===== config.mk =====
export PLATFORM = sky130hd
export DESIGN_NAME = cmf_store
export DESIGN_NICKNAME = d
export VERILOG_FILES = /design/src/hw/rtl/cmf_store.sv
export SDC_FILE = /design/constraint.sdc
export NUM_CORES = 2
export LEC_CHECK = 0
export BUFFER_PORTS_ARGS = -buffer_cell sky130_fd_sc_hd__buf_4
export CORE_MARGIN = 2
export CORE_UTILIZATION = 25
export DETAILED_ROUTE_END_ITERATION = 6
export HOLD_SLACK_MARGIN = 0.02
export SETUP_SLACK_MARGIN = 0.1
export SLEW_MARGIN = 25
export SYNTH_ARGS = -nofsm -noshare
export SYNTH_HDL_FRONTEND = slang
export SYNTH_SLANG_ARGS = --single-unit

===== constraint.sdc =====
create_clock -name aclk -period 9 [get_ports aclk]
set_input_delay 1.8 -clock aclk [delete_from_list [all_inputs] [get_ports aclk]]
set_output_delay 1.8 -clock aclk [all_outputs]
set_load 0.005 [all_outputs]

===== src/hw/rtl/cmf_store.sv =====
module cmf_store #(
    parameter int MAX_TAPS    = 64,
    parameter int SAMPLE_BITS = 16,
    localparam int AW = $clog2(MAX_TAPS),
    localparam int DW = 2 * SAMPLE_BITS
) (
    input  logic          aclk,
    input  logic          tap_we,
    input  logic [AW-1:0] tap_waddr,
    input  logic          hist_we,
    input  logic [AW-1:0] hist_waddr,
    input  logic [DW-1:0] wdata,       // {im, re}
    input  logic [AW-1:0] tap_raddr,
    input  logic [AW-1:0] hist_raddr,
    output logic [DW-1:0] tap_rdata,
    output logic [DW-1:0] hist_rdata
);

    logic [DW-1:0] tap_mem  [MAX_TAPS];
    logic [DW-1:0] hist_mem [MAX_TAPS];
    logic [DW-1:0] tap_rdata_reg;
    logic [DW-1:0] hist_rdata_reg;

    always_ff @(posedge aclk) begin
        if (tap_we) begin
            tap_mem[tap_waddr] <= wdata;
        end
        tap_rdata_reg <= tap_mem[tap_raddr];
    end

    always_ff @(posedge aclk) begin
        if (hist_we) begin
            hist_mem[hist_waddr] <= wdata;
        end
        hist_rdata_reg <= hist_mem[hist_raddr];
    end

    assign tap_rdata  = tap_rdata_reg;
    assign hist_rdata = hist_rdata_reg;

endmodule


==> metrics.txt <==
sequential area share after synthesis=between 70 and 80%; slack of the worst reg-to-reg path=around 6.4 ns; P_int=roughly 32 mW; Final Critical Period=roughly 4.6 ns; final non-filler cell area=between 0.15 and 0.2 mm²; warnings from Yosys=0; TritonCTS Buffers=380; number of input and output port buffers inserted=between 100 and 150; Slew HR=between 20 and 25%; Final Hold Fails=0; stage delay of the slowest cell on the critical path=0.89 ns; per-cell routed wire length=26.92 µm; remaining number of nets flagged by the antenna check after routing=0; CP Capture Point=tap_rdata[6]; portion of total power attributed to sequential cells=approximately 54%; run status=finished clean; layer carrying the most global-route usage=met2; Crit path depth=6; number of DRC markers after the initial detailed-route iteration=9249; maximum number of pins on one net before global-route repair=between 100 and 150; Synth Flop Type=sky130_fd_sc_hd__edfxtp_1; global-route wire length before repair=about 590 mm; net count of the finished layout=7064; pins over their slew limit=0; Vias=approximately 73000; clock network latency to the later pin of the worst-skew pair=0.94 ns; post-cts repair resize count=0; crit end category=register; Setup crit start=tap_raddr[0]; Max stage delay cell, worst path=sky130_fd_sc_hd__o22ai_1; part of the total power dissipated in combinational logic=5.2%; y dimension of the die=799.2 µm; maximum clock insertion buffer count=4; Sum Neg Setup Slack=0 ns; clock slew at reported path FFs=roughly 0.07 ns; overall die area=between 0.6 and 0.7 mm²; number of standard cells in the final layout excluding fillers=between 15000 and 20000; first-pass detailed-route iteration total=5; combined buffer and inverter count along the critical path=2; post-synth net total=~6700; crit-path leading delay family=buffers and inverters; overall global routing resource usage=about 13%; number of enable-type register cells in the synthesized netlist=slightly above 4000; global-route met2 utilization=21.48%; mean instance size in the synthesized netlist=between 20 and 25 µm²; Die X-Extent=799.2 µm; number of antenna violations at the first check in global routing=29; maximum fanout count along the critical path=just over 100; switching part of the total power=a little over a fifth; clock tree root driver cell=sky130_fd_sc_hd__clkbuf_16; # Post-CTS Setup Buffers=0; area inside the core boundary=between 0.6 and 0.7 mm²; Worst R2R Start=tap_mem[11][6]; clk sinks=about 4200; Hold/Removal Path Class=reg -> reg; area post-placement=roughly 0.17 mm²; switching power of the nets=about 8.6 mW; total placed cells including tap cells=~15000; Ports=approximately 120; Residual DRC=0; Initial Util=between 20% and 30%; fraction of final layout cells with drive strength greater than 1=~30%; total grt overflow=0; gate count after technology mapping=6600; final-report setup violation count=0; CP required=around 9.8 ns; combined area of all synthesized cells=0.1581 mm²; crit start category=input pin; total half-perimeter wirelength after legalization and detailed placement=roughly 230 mm; placer congestion estimate=~0.78; GR Util met3=under 10%; cell leakage power=between 50 and 60 nW; final critical-path share of the clock period=between 50% and 60%; actual slew at the worst max-slew pin=~1.2 ns; relative contribution of the clock network to total power=just over 40%; H-tree levels=5; CP dominant cell by count=sky130_fd_sc_hd__mux4_2; number of max-cap violations=0; share of synthesized registers carrying an async set or reset=0%; Largest regs=hist_mem x2048, tap_mem x2048; reg-to-reg endpoint=tap_rdata[6]; Detailed Route WL=between 400 and 500 mm; cells along the critical path=buf_8, buf_12, mux4_2, mux4_2, o22ai_1, nor2_1; layout overhead on the synthesized area=16.11%; standard-cell rows=roughly 290; Cell variety after synth=46; highest clock frequency the design can meet=~0.22 GHz; critical setup path kind=in -> reg; worst clock skew=between 0.07 and 0.08 ns; flops & latches, synth=roughly 4200; worst supply voltage drop on vdd=0.0001757 V; clock tree from TritonCTS=yes; depth of the most critical reg-to-reg path=4; number of buffers inserted for hold repair after clock tree synthesis=0; Fillers=60620; unrepaired setup endpoints after global routing=no; CP arrival=around 5.4 ns; power per standard cell area=approximately 220 mW/mm²; GRT met1 Usage=16.95%; vias per cell=roughly 4.7; via count of the first global-routing pass=between 70000 and 80000
-- worst min-delay path by stage --
stage                                 from        endpoint  depth (start not counted)
final                       tap_mem[10][5]    tap_rdata[5]                          4
after detailed placement    tap_mem[10][9]    tap_rdata[9]                          4
after floorplan           hist_mem[14][21]  hist_rdata[21]                          5
after CTS                   tap_mem[10][9]    tap_rdata[9]                          4
after global placement      tap_mem[10][5]    tap_rdata[5]                          4
after global routing        tap_mem[10][5]    tap_rdata[5]                          4
-- Yosys cell counts (all sizes together) (2+ instances only) --
master  number  area (µm²)
nand2b      15       93.84
o32ai        3       26.28
o31ai       10       75.07
and2         4       25.03
o21ai        9       45.04
nand3b       7       52.55
o221a        5       56.30
o22ai       30       187.7
nand3       15       75.07
a31oi        6       37.54
or3          3       18.77
clkbuf     134       506.7
buf        217        1339
nor3b        3       22.52
a22oi       29       217.7
a311oi       6       52.55
mux4      1098       24730
a211oi      10       75.07
nor2b       24       150.1
dfxtp       64        1281
edfxtp    4096      123000
nand4        2       12.51
nand2       27       101.4
o221ai      16       140.1
nor3        50       250.2
a221oi      52       455.4
nor2       205       769.5
a21boi       8       60.06
mux2i      362        3623
mux2        15       168.9
a21oi       59       295.3
o211a        8       80.08
o211ai       2       15.01
-- tightest hold or removal path: stages, from the launching register on --
cell                       delay (ns)
sky130_fd_sc_hd__edfxtp_1        0.32
sky130_fd_sc_hd__mux2i_1         0.06
sky130_fd_sc_hd__a22oi_1         0.14
sky130_fd_sc_hd__a311oi_1        0.12
sky130_fd_sc_hd__a221oi_1        0.21
-- logic make-up after synthesis --
group                  after synthesis  share of synthesized area (%)
multiplexers                      1475                          18.04
flip-flops                        4160                          78.62
AO/OA/AOI/OAI                      255                          1.163
buffers and inverters              353                          1.172
AND/OR/NAND/NOR                    357                          1.004
-- metal layers --
| metal | vias up | part of all wire [%] |
|---|---|---|
| met3 | 576 | 7.6 |
| li1 | 29190 | - |
| met1 | 40360 | 40 |
| met2 | 3317 | 49 |
| met4 | 6 | 3.4 |
| met5 | - | 0.0095 |
-- cells in the final DEF (no fill, tap or decap), drive strengths merged, types with 11 or more instances in the layout --
cell and n:
edfxtp 4096, mux4 1098, clkbuf 463, buf 374, mux2i 362, nor2 205
clkinv 150, dfxtp 64, a21oi 59, a221oi 52, nor3 50, bufinv 49
o22ai 30, a22oi 29, nand2 27, nor2b 24, clkinvlp 19, inv 17
o221ai 16, nand2b 15, mux2 15, nand3 15, diode 11
-- per-stage QoR --
step                util [%]  total power [mW]  hold slack, ns  setup slack, ns
global placement       27.03             24.04          0.8887            3.400
CTS                    29.04             40.51          0.9046            4.440
floorplan                  -             22.98          0.7892            3.823
global route           29.07             41.29          0.9982            4.316
finish                 29.07             40.22          0.9127            4.375
detailed placement     27.04             24.09          0.8980            3.420
-- cell type report --
type	count	area [µm²]	area share (%)
multi-input cells	2087	32920	17.94
repair buffers	374	3169	1.727
flip-flops and latches	4160	124300	67.71
clock buffers	463	10050	5.473
diodes	11	27.53	0.01500
clock inverters	233	2615	1.425
inverters	2	7.507	0.004090
well taps	8379	10480	5.712
-- power groups by stage --
| stage | Sequential (mW) | Clock, mW | Combinational (mW) |
|---|---|---|---|
| CTS | 21.6 | 16.8 | 2.11 |
| global placement | 22.0 | 0 | 2.07 |
| finish | 21.6 | 16.6 | 2.10 |
| floorplan | 21.9 | 0 | 1.08 |
| detailed placement | 22.0 | 0 | 2.11 |
| global route | 21.6 | 17.5 | 2.21 |
Note: power is estimated with default switching activity, not from simulation.
