==> src/hw/rtl/cmf_pkg.sv <==
package cmf_pkg;

    localparam int MAX_TAPS_DEF    = 64;
    localparam int SAMPLE_BITS_DEF = 16;

    localparam int OUT_W    = 39;
    localparam int CFG_W    = 7;
    localparam int IDX_W    = 6;
    localparam int M_DATA_W = ((2 * OUT_W + 7) / 8) * 8;

    localparam logic [CFG_W-1:0] TAPS_RESET = 7'd64;

    localparam logic OP_LOAD   = 1'b0;
    localparam logic OP_SAMPLE = 1'b1;

    // tuser bit positions
    localparam int USER_OP = 0;
    localparam int USER_FS = 1;
    localparam int USER_W  = 2;

    typedef struct packed {
        logic valid;
        logic first;
        logic last;
        logic zero;
    } cmf_beat_t;

    typedef struct packed {
        logic idle;
        logic draining;
        logic out_load;
    } cmf_status_t;

endpackage

==> src/hw/rtl/cmf_mac.sv <==
module cmf_mac #(
    parameter int SAMPLE_BITS = 16,
    localparam int DW = 2 * SAMPLE_BITS
) (
    input  logic                            aclk,
    input  logic                            aresetn,
    input  cmf_pkg::cmf_beat_t              beat,
    input  logic [DW-1:0]                   tap_rdata,
    input  logic [DW-1:0]                   hist_rdata,
    output logic signed [cmf_pkg::OUT_W-1:0] acc_re,
    output logic signed [cmf_pkg::OUT_W-1:0] acc_im,
    output logic                            done
);

    import cmf_pkg::*;

    localparam int SB = SAMPLE_BITS;

    cmf_beat_t beat_d1_reg;
    cmf_beat_t beat_d2_reg;
    logic      done_reg;

    logic signed [SB-1:0] xr, xi, hr, hi;
    logic signed [DW-1:0] p_rr_reg, p_ii_reg, p_ir_reg, p_ri_reg;
    logic signed [OUT_W-1:0] term_re, term_im;
    logic signed [OUT_W-1:0] acc_re_reg, acc_im_reg;

    assign xr = signed'(hist_rdata[SB-1:0]);
    assign xi = signed'(hist_rdata[DW-1:SB]);
    assign hr = signed'(tap_rdata[SB-1:0]);
    assign hi = signed'(tap_rdata[DW-1:SB]);

    always_ff @(posedge aclk) begin
        if (!aresetn) begin
            beat_d1_reg <= '0;
            beat_d2_reg <= '0;
            done_reg    <= 1'b0;
        end else begin
            beat_d1_reg <= beat;
            beat_d2_reg <= beat_d1_reg;
            done_reg    <= beat_d2_reg.valid && beat_d2_reg.last;
        end
    end

    // conj(h): re = xr*hr + xi*hi, im = xi*hr - xr*hi
    always_ff @(posedge aclk) begin
        if (beat_d1_reg.zero) begin
            p_rr_reg <= '0;
            p_ii_reg <= '0;
            p_ir_reg <= '0;
            p_ri_reg <= '0;
        end else begin
            p_rr_reg <= xr * hr;
            p_ii_reg <= xi * hi;
            p_ir_reg <= xi * hr;
            p_ri_reg <= xr * hi;
        end
    end

    always_comb begin
        term_re = OUT_W'(p_rr_reg) + OUT_W'(p_ii_reg);
        term_im = OUT_W'(p_ir_reg) - OUT_W'(p_ri_reg);
    end

    always_ff @(posedge aclk) begin
        if (beat_d2_reg.valid) begin
            if (beat_d2_reg.first) begin
                acc_re_reg <= term_re;
                acc_im_reg <= term_im;
            end else begin
                acc_re_reg <= acc_re_reg + term_re;
                acc_im_reg <= acc_im_reg + term_im;
            end
        end
    end

    assign acc_re = acc_re_reg;
    assign acc_im = acc_im_reg;
    assign done   = done_reg;

endmodule

==> config.mk <==
export PLATFORM = sky130hd
export DESIGN_NAME = cmf_mac
export DESIGN_NICKNAME = d
export VERILOG_FILES = /design/src/hw/rtl/cmf_pkg.sv /design/src/hw/rtl/cmf_mac.sv
export SDC_FILE = /design/constraint.sdc
export NUM_CORES = 2
export LEC_CHECK = 0
export BUFFER_PORTS_ARGS = -buffer_cell sky130_fd_sc_hd__buf_4
export CELL_PAD_IN_SITES_DETAIL_PLACEMENT = 1
export CELL_PAD_IN_SITES_GLOBAL_PLACEMENT = 2
export CORE_MARGIN = 1.5
export CORE_UTILIZATION = 29
export CTS_CLUSTER_DIAMETER = 150
export DETAILED_ROUTE_END_ITERATION = 12
export GPL_TIMING_DRIVEN = 0
export PLACE_DENSITY_LB_ADDON = 0.1
export SLEW_MARGIN = 40
export SYNTH_ARGS = -nofsm -noshare
export SYNTH_HDL_FRONTEND = slang
export SYNTH_SLANG_ARGS = --single-unit
==> constraint.sdc <==
create_clock -name aclk -period 15.1 [get_ports aclk]
set_input_delay 0.755 -clock aclk [delete_from_list [all_inputs] [get_ports aclk]]
set_output_delay 0.755 -clock aclk [all_outputs]
set_load 0.01 [all_outputs]
==> results.cfg <==
[outcome]
run_status = complete, no violations

[floorplan]
die_x_um = 429
start_util_pct = 29.1
die_area_um2 = 184000
core_area_um2 = 181000
die_h_um = 429
ios = 149
fp-row-count = 156

[global_route]
grt_pass1_vias = 44512
antenna_found_initial = 46
grt_pass1_wl_um = 314000
grt_max_degree = 33
track_usage_pct = 23.6
grt_overflow_total = 0

[cts]
cts.clk_slew.worst_paths_ps = 60
cts.path.max_buffers = 3
ctsResizeCount = 0
cts-root-buf = clkbuf_16
postCtsSetupRepairBufs = 0
numCtsBuffers = 25
htree_levels = 1
clock_sinks = 214
cts_hold_buf = 0
cts_tree = built
clk_latency_ps = 570

[timing]
fmax_mhz = 127
maxSlewViolCount = 0
rsz0062_at_grt = false
clock_skew_ps = 14.8
setup_viol = 0
fin_tns_setup_ps = 0
tightest_slew_ps = 1020
relSlewSlack_pct = 30.7
hold_violations = 0
fin_crit_ps = 7890
min_period_over_period_pct = 52.3

[setup_path]
start_kind = primary input
r2r-end = acc_im[38]
path_class = primary input to register
worstRegToRegCells = 22
path_max_fanout = 10
endpoint_kind = register
reg2reg_slack_ps = 8960
r2r-start = p_ir_reg[0]
critPathArrivalTime_ps = 8290
crit_required_ps = 15490

[place]
gp_congestion = 0.907
port-buffer-count = 148
dpl_cell_area_um2 = 57200
hpwl_um = 182000
dpl.cell_count = 8347

[logic_synthesis]
yosysTopAreaCell = fa_1
async_flop_share_pct = 0
synthFlopType = dfxtp_1
syn_nets = 7407
yosysWarnings = 0
synthCells = 5817
synth_top_cell_area_share_pct = 40.0
synth_area_leaders = fa_1, ha_1, inv_1
netlist_area_um2 = 52600
synth_seq_cells = 214
avgSynthCellArea_um2 = 9.04
synth_edf_count = 78
seq_area_frac_synth_pct = 9.63
ys_types = 68

[cells_and_area]
multi_input_area_um2 = 42100
synthToLayoutAreaGrowth_pct = 10.4
drive_above_1_share_pct = 6.56
regArea_um2 = 5070
postLayoutCellArea_um2 = 58100
num-nets-final = 7596
final_cells = 8414
fillers = 20893

[min_path]
hold-path-endpoint = beat_d1_reg[3]
hold_class = primary input to register
holdCritStartpoint = beat[3]
hold_depth = 2

[detailed_routing]
vias = 40702
drt-wirelength-per-cell_um = 25.4
drtIter0Drc = 2243
antenna_left = 0
drtPass1Iterations = 5
drc = 0
avgViaCountPerCell = 4.84
wl_um = 214000

[flow_run]
cap_violations = 0
-- how the worst max path moves through the flow --
| stage | startpoint | to | slack [ps] | cells after the start |
|---|---|---|---|---|
| after floorplan | tap_rdata[23] | p_ii_reg[30] | 8200 | 22 |
| after global placement | tap_rdata[31] | p_ri_reg[24] | 5060 | 21 |
| after detailed placement | tap_rdata[31] | p_ii_reg[30] | 6630 | 23 |
| after CTS | tap_rdata[31] | p_ii_reg[30] | 7240 | 23 |
| after global routing | tap_rdata[31] | p_ii_reg[30] | 7020 | 23 |
| final | tap_rdata[31] | p_ii_reg[30] | 7210 | 23 |
-- cell type report --
cell class                      count  share of cell area, %
Buffer                            229                   1.78
Inverter                         1240                   8.02
Tap cell                         2370                   5.11
Multi-Input combinational cell   4134                   72.6
Antenna cell                       20                 0.0862
Clock buffer                       31                   1.21
Timing Repair Buffer              162                   2.32
Clock inverter                     14                  0.194
Sequential cell                   214                   8.73
-- routing by layer --
| metal | up-vias | global-route usage [%] | share of wire, % |
|---|---|---|---|
| li1 | 18334 | - | - |
| met1 | 21439 | 33.8 | 47 |
| met2 | 809 | 39.3 | 47 |
| met3 | 120 | 1.19 | 3.6 |
| met4 | 0 | 4.69 | 2.1 |
| met5 | - | 0 | 0 |
-- cells by family after synthesis --
family,count (synthesis),synth area share [%]
buf+inv,1469,10.5
flops,214,9.63
simple gates,1614,15.1
fa+ha+maj,1520,51.2
xor+xnor,239,3.98
mux,22,0.466
compound gates,739,9.20
-- Yosys cell counts, drive strengths merged, types with 12 or more instances --
cell type     n
nand2       597
clkbuf      220
inv        1240
nor2b        33
edfxtp       78
mux2         20
xor2         76
nor3         47
xnor2       163
nand4        20
nand3        31
dfxtp       136
o21a         42
o211ai       17
and3         33
fa         1052
nor2        253
o21ai       145
o21bai       39
a21oi       184
a211oi       32
nand2b       33
nor4         12
a31oi        39
and2        507
o31ai        14
a21o        131
ha          468
-- cells in the final DEF, fill, tap and decap left out, types with 13 or more instances in the layout --
cell type,count
fa_1,1052
nor2_1,253
xor2_1,76
o211ai_1,17
edfxtp_1,78
ha_1,468
nand2b_1,33
mux2_2,19
o21ai_1,30
a31oi_1,39
and2_1,507
clkbuf_2,130
nand2_1,597
buf_4,152
a211oi_1,30
nand4_1,20
inv_1,1240
o21ai_0,114
o31ai_1,13
clkbuf_1,91
clkbuf_16,27
and3_1,33
diode_2,20
a21o_1,131
nor3_1,45
o21a_1,42
a21oi_1,184
nor2b_1,33
dfxtp_1,135
o21bai_1,39
xnor2_1,156
nand3_1,31
-- stage by stage --
stage / hold WS (ps) / utilization (%) / setup slack [ps]
2_1_floorplan: 412 / - / 8200
3_3_place_gp: 423 / 31.4 / 5060
3_5_place_dp: 428 / 31.7 / 6630
4_1_cts: 355 / 32.1 / 7240
5_1_grt: 379 / 32.1 / 7020
6_report: 403 / 32.2 / 7210
-- worst max-delay path, stage by stage --
cell and delay [ps]:
buf_4 200, inv_1 630, clkbuf_1 680, nor2_1 150
fa_1 550, fa_1 440, fa_1 420, fa_1 440
fa_1 510, inv_1 50, fa_1 470, inv_1 50
ha_1 370, a21oi_1 300, o21bai_1 120, a21o_1 190
a21o_1 170, a21o_1 190, a2111oi_2 370, nor2_1 140
o31a_1 300, mux2_1 320, a311o_1 440
Power is not shown: default switching activity piles up to over one toggle a cycle in this logic, so the estimate is an artifact.
