[config.mk]
export PLATFORM = sky130hd
export DESIGN_NAME = cmf_seq
export DESIGN_NICKNAME = d
export VERILOG_FILES = /design/src/hw/rtl/cmf_pkg.sv /design/src/hw/rtl/cmf_seq.sv
export SDC_FILE = /design/constraint.sdc
export NUM_CORES = 1
export LEC_CHECK = 0
export ABC_AREA = 1
export BUFFER_PORTS_ARGS = -buffer_cell sky130_fd_sc_hd__buf_2
export CAP_MARGIN = 20
export CORE_ASPECT_RATIO = 0.7
export CORE_MARGIN = 5
export CORE_UTILIZATION = 50
export CTS_CLUSTER_DIAMETER = 30
export DETAILED_ROUTE_END_ITERATION = 16
export HOLD_SLACK_MARGIN = 0.05
export PLACE_DENSITY = 0.8
export SLEW_MARGIN = 20
export SYNTH_ARGS = -nofsm -noshare
export SYNTH_HDL_FRONTEND = slang
export SYNTH_SLANG_ARGS = --single-unit
[constraint.sdc]
create_clock -name aclk -period 4.1 [get_ports aclk]
set_input_delay 0.615 -clock aclk [delete_from_list [all_inputs] [get_ports aclk]]
set_output_delay 0.615 -clock aclk [all_outputs]
set_load 0.1 [all_outputs]
[src/hw/rtl/cmf_pkg.sv]
package cmf_pkg;

    localparam int MAX_TAPS_DEF    = 64;
    localparam int SAMPLE_BITS_DEF = 16;

    localparam int OUT_W    = 39;
    localparam int CFG_W    = 7;
    localparam int IDX_W    = 6;
    localparam int M_DATA_W = ((2 * OUT_W + 7) / 8) * 8;

    localparam logic [CFG_W-1:0] TAPS_RESET = 7'd64;

    localparam logic OP_LOAD   = 1'b0;
    localparam logic OP_SAMPLE = 1'b1;

    // tuser bit positions
    localparam int USER_OP = 0;
    localparam int USER_FS = 1;
    localparam int USER_W  = 2;

    typedef struct packed {
        logic valid;
        logic first;
        logic last;
        logic zero;
    } cmf_beat_t;

    typedef struct packed {
        logic idle;
        logic draining;
        logic out_load;
    } cmf_status_t;

endpackage

[src/hw/rtl/cmf_seq.sv]
module cmf_seq #(
    parameter int MAX_TAPS = 64,
    localparam int AW = $clog2(MAX_TAPS),
    localparam int CW = $clog2(MAX_TAPS + 1)
) (
    input  logic                        aclk,
    input  logic                        aresetn,
    input  logic                        in_valid,
    output logic                        in_ready,
    input  logic                        opcode,
    input  logic [cmf_pkg::IDX_W-1:0]   tap_index,
    input  logic                        frame_start,
    input  logic [cmf_pkg::CFG_W-1:0]   taps_cfg,
    input  logic                        out_free,
    input  logic                        done,
    output logic                        tap_we,
    output logic [AW-1:0]               tap_waddr,
    output logic                        hist_we,
    output logic [AW-1:0]               hist_waddr,
    output logic [AW-1:0]               tap_raddr,
    output logic [AW-1:0]               hist_raddr,
    output cmf_pkg::cmf_beat_t          beat,
    output cmf_pkg::cmf_status_t        status
);

    import cmf_pkg::*;

    typedef enum logic [1:0] {ST_IDLE, ST_RUN, ST_DRAIN, ST_HOLD} state_t;

    state_t        state_reg;
    logic [AW-1:0] wptr_reg;
    logic [CW-1:0] fill_reg;
    logic [CW-1:0] beats_reg;
    logic [AW-1:0] kcnt_reg;
    logic [AW-1:0] hptr_reg;
    logic          zero_reg;

    logic          accept;
    logic [CW-1:0] fill_base, fill_next, cfg_cl, used;
    logic [AW-1:0] wptr_next, hptr_next;
    logic          last_beat;

    always_comb begin
        accept     = in_valid && (state_reg == ST_IDLE);
        in_ready   = (state_reg == ST_IDLE);
        tap_we     = accept && (opcode == OP_LOAD) && (32'(tap_index) < MAX_TAPS);
        tap_waddr  = AW'(tap_index);
        hist_we    = accept && (opcode == OP_SAMPLE);
        hist_waddr = wptr_reg;
        tap_raddr  = kcnt_reg;
        hist_raddr = hptr_reg;

        fill_base = frame_start ? '0 : fill_reg;
        fill_next = (fill_base == CW'(MAX_TAPS)) ? fill_base : fill_base + 1'b1;
        if (32'(taps_cfg) > MAX_TAPS) begin
            cfg_cl = CW'(MAX_TAPS);
        end else begin
            cfg_cl = CW'(taps_cfg);
        end
        used = (cfg_cl < fill_next) ? cfg_cl : fill_next;

        wptr_next = (wptr_reg == AW'(MAX_TAPS - 1)) ? '0 : wptr_reg + 1'b1;
        hptr_next = (hptr_reg == '0) ? AW'(MAX_TAPS - 1) : hptr_reg - 1'b1;
        last_beat = (CW'(kcnt_reg) == beats_reg - 1'b1);

        beat.valid = (state_reg == ST_RUN);
        beat.first = (kcnt_reg == '0);
        beat.last  = last_beat;
        beat.zero  = zero_reg;

        status.idle     = (state_reg == ST_IDLE);
        status.draining = (state_reg == ST_DRAIN);
        status.out_load = (state_reg == ST_HOLD) && out_free;
    end

    always_ff @(posedge aclk) begin
        if (!aresetn) begin
            state_reg <= ST_IDLE;
            wptr_reg  <= '0;
            fill_reg  <= '0;
        end else begin
            case (state_reg)
                ST_IDLE: begin
                    if (accept && (opcode == OP_SAMPLE)) begin
                        wptr_reg  <= wptr_next;
                        fill_reg  <= fill_next;
                        beats_reg <= (used == '0) ? CW'(1) : used;
                        zero_reg  <= (used == '0);
                        kcnt_reg  <= '0;
                        hptr_reg  <= wptr_reg;
                        state_reg <= ST_RUN;
                    end
                end
                ST_RUN: begin
                    if (last_beat) begin
                        state_reg <= ST_DRAIN;
                    end else begin
                        kcnt_reg <= kcnt_reg + 1'b1;
                        hptr_reg <= hptr_next;
                    end
                end
                ST_DRAIN: begin
                    if (done) begin
                        state_reg <= ST_HOLD;
                    end
                end
                ST_HOLD: begin
                    if (out_free) begin
                        state_reg <= ST_IDLE;
                    end
                end
                default: begin
                    state_reg <= ST_IDLE;
                end
            endcase
        end
    end

endmodule

==> results.sh <==
export IMPL_status="complete, no violations"
export IMPL_ys_seq_area_frac=0.376
export IMPL_nNetsFinal=385
export IMPL_drtIter0Drc=179
export IMPL_path_cells="buf_2 > inv_2 > nand3_2 > inv_2 > nand3_2 > nor2_2 > nand2_1 > xor2_1 > inv_2 > ha_1 > nand2_1 > nor2_1 > a211oi_2 > nand2_4 > nand2_1 > nand2_1 > nand2_1 > nor2_1 > nand2_1 > nand2_1"
export IMPL_setup_viol=0
export IMPL_antenna_left=0
export IMPL_crit_family="simple AND/OR/NAND/NOR gates"
export IMPL_routedWlPerCell_um=12.6
export IMPL_portBuffers=41
export IMPL_cellPowerDensity_nw_per_um2=652
export IMPL_htreeDepth=2
export IMPL_syn_area_sq_um=2400
export IMPL_cts_sinks=35
export IMPL_critical_path_required_ns=4.14
export IMPL_grt_pass1_wl_um=8670
export IMPL_worstHoldPathType="reg2reg"
export IMPL_coreArea_sq_um=4700
export IMPL_power_leakage_uw=0.00136
export IMPL_final_hold_viol_count=0
export IMPL_placed_cells=399
export IMPL_antenna_found_initial=0
export IMPL_synth_area_top_cells="edfxtp_1, dfxtp_1, nand2_1, inv_1, ha_1"
export IMPL_top_level_ports=54
export IMPL_cp_startpoint="frame_start"
export IMPL_cp_num_buf_inv=4
export IMPL_drv_slew=0
export IMPL_root_buffer="clkbuf_8"
export IMPL_critPathMaxStageDelay_ns=0.44
export IMPL_synth_top_area_cell="edfxtp_1"
export IMPL_cp_end_kind="register"
export IMPL_crit_top_cell="nand2_1"
export IMPL_finalCritPeriodShare=0.711
export IMPL_gp_congestion=0.927
export IMPL_overflow=0
export IMPL_cts_made_buffers=5
export IMPL_grt_start_max_net_pins=17
export IMPL_syn_inst=312
export IMPL_antenna_cells=0
export IMPL_critPathMaxFanout=8
export IMPL_viasPerCell=5.14
export IMPL_synth_seq_cells=35
export IMPL_cts_hold_buf=0
export IMPL_nFillCells=435
export IMPL_rows=21
export IMPL_maxCapViolCount=0
export IMPL_path_class="in2reg"
export IMPL_hold_path_startpoint="fill_reg[4]$_SDFFE_PN0P_"
export IMPL_vias=2093
export IMPL_hpwl_um=4060
export IMPL_cp_num_cells=20
export IMPL_worst_pin_slew_ns=0.644
export IMPL_hold_path_depth=2
export IMPL_synth_flop_cell="edfxtp_1"
export IMPL_arrival_ns=2.95
export IMPL_ff2ff_path_depth=18
export IMPL_clkLatencyLatePin_ns=0.28
export IMPL_die_h_um=67.9
export IMPL_drc=0
export IMPL_ctsResizeCount=0
export IMPL_post_route_min_period_ns=2.91
export IMPL_synth_distinct_cells=37
export IMPL_cp_start_kind="primary input"
export IMPL_fmax_ghz=0.343
export IMPL_rsz0062_at_grt="no"
export IMPL_async_flop_share=0
export IMPL_fin_worst_skew_ns=0.00785
export IMPL_synth_edff_count=20
export IMPL_final_layout_size_suffix_gt1_frac=0.203
export IMPL_slew_headroom=0.569
export IMPL_vdd_ir_drop_max_mv=0.432
export IMPL_tritoncts="yes"
export IMPL_initial_core_util=0.509
export IMPL_synth_yosys_warnings=0
export IMPL_syn2layout_area_growth_pct=12.7
export IMPL_avgSynthCellArea_sq_um=7.68
export IMPL_fin_setup_tns_ns=0
export IMPL_grt_pass1_vias=1901
export IMPL_die_area_sq_um=6300
export IMPL_first_pass_iters=4
export IMPL_clk_pin_slew_ns=0.07
export IMPL_final_cells=407
export IMPL_cp_slowest_cell="a211oi_2"
export IMPL_routed_wl_um=5130
export IMPL_die_w_um=92.7
export IMPL_r2r_start="fill_reg[0]$_SDFFE_PN0P_"
export IMPL_post_cts_setup_buffers=0
export IMPL_syn_num_nets=348
export IMPL_grtUsageTotal=0.172
export IMPL_cts_buffer_depth=2
export IMPL_netlist_area_leader_share=0.251
[cells by family after synthesis]
kind of cell / after synthesis / synth area share
fa+ha+maj: 16 / 0.0836
simple gates: 134 / 0.251
flops: 35 / 0.376
buf+inv: 70 / 0.124
compound gates: 43 / 0.111
xor+xnor: 14 / 0.0543
[power by group]
part | internal, uW | switching [uW] | total, uW
logic | 197 | 756 | 953
clock network | 153 | 120 | 274
registers | 466 | 68.6 | 535
[worst reg2reg max path, delay by kind of cell (launching register included)]
family,cells,cell delay (ns)
buf+inv,2,0.15
compound gates,1,0.44
flops,1,0.41
fa+ha+maj,1,0.32
simple gates,13,1.08
xor+xnor,1,0.16
[through the flow]
stage                     utilization  cell area (sq um)  hold WS, ns  setup slack, ns  power [uW]
final                           0.574               2700        0.508             1.19        1760
after global routing            0.574               2700        0.538            0.925        1870
after CTS                       0.574               2700        0.505             1.21        1770
after detailed placement        0.553               2600        0.490            0.915        1490
after global placement          0.553               2600        0.483             1.02        1470
after floorplan                     -               2400        0.468            0.201        1370
[worst paths after layout]
path                                 to  slack [ns]
max          beats_reg[0]$_SDFFCE_PN1P_        1.19
min            fill_reg[4]$_SDFFE_PN0P_        0.51
max reg2reg  beats_reg[0]$_SDFFCE_PN1P_        1.30
min reg2reg    fill_reg[4]$_SDFFE_PN0P_        0.51
[Yosys cell counts (all sizes together), types with 3 or more instances]
cell type	count
o211ai	3
a21oi	15
nand3	17
ha	16
nand2	75
xor2	9
dfxtp	15
inv	57
or2	3
xnor2	5
edfxtp	20
a22oi	3
o21ai	16
nor2	29
nor3	6
buf	10
[cell usage in the layout, fill, tap and decap left out, types with 8 or more instances in the layout]
master     n
inv_1     54
a21oi_1   15
nand3_1   13
o21ai_0   12
nand2_1   68
nor2_1    28
xor2_1     8
buf_2     41
edfxtp_1  20
dfxtp_1   15
ha_1      16
[cell type report]
cell class              instances  area [sq um]  share of cell area
well taps                      57          71.3              0.0264
inverters                      58           218              0.0806
flip-flops and latches         35           901               0.333
clock buffers                   8           100              0.0371
repair buffers                 42           213              0.0787
multi-input cells             207          1200               0.444
[per-layer routing]
metal	global-route usage	vias up	wire length, um
met5	0	-	0
met4	0.0548	0	73
met3	0.0407	11	332
met2	0.267	61	2210
met1	0.241	949	2510
li1	-	1072	-
No activity file was read; power rests on OpenSTA's default activity.
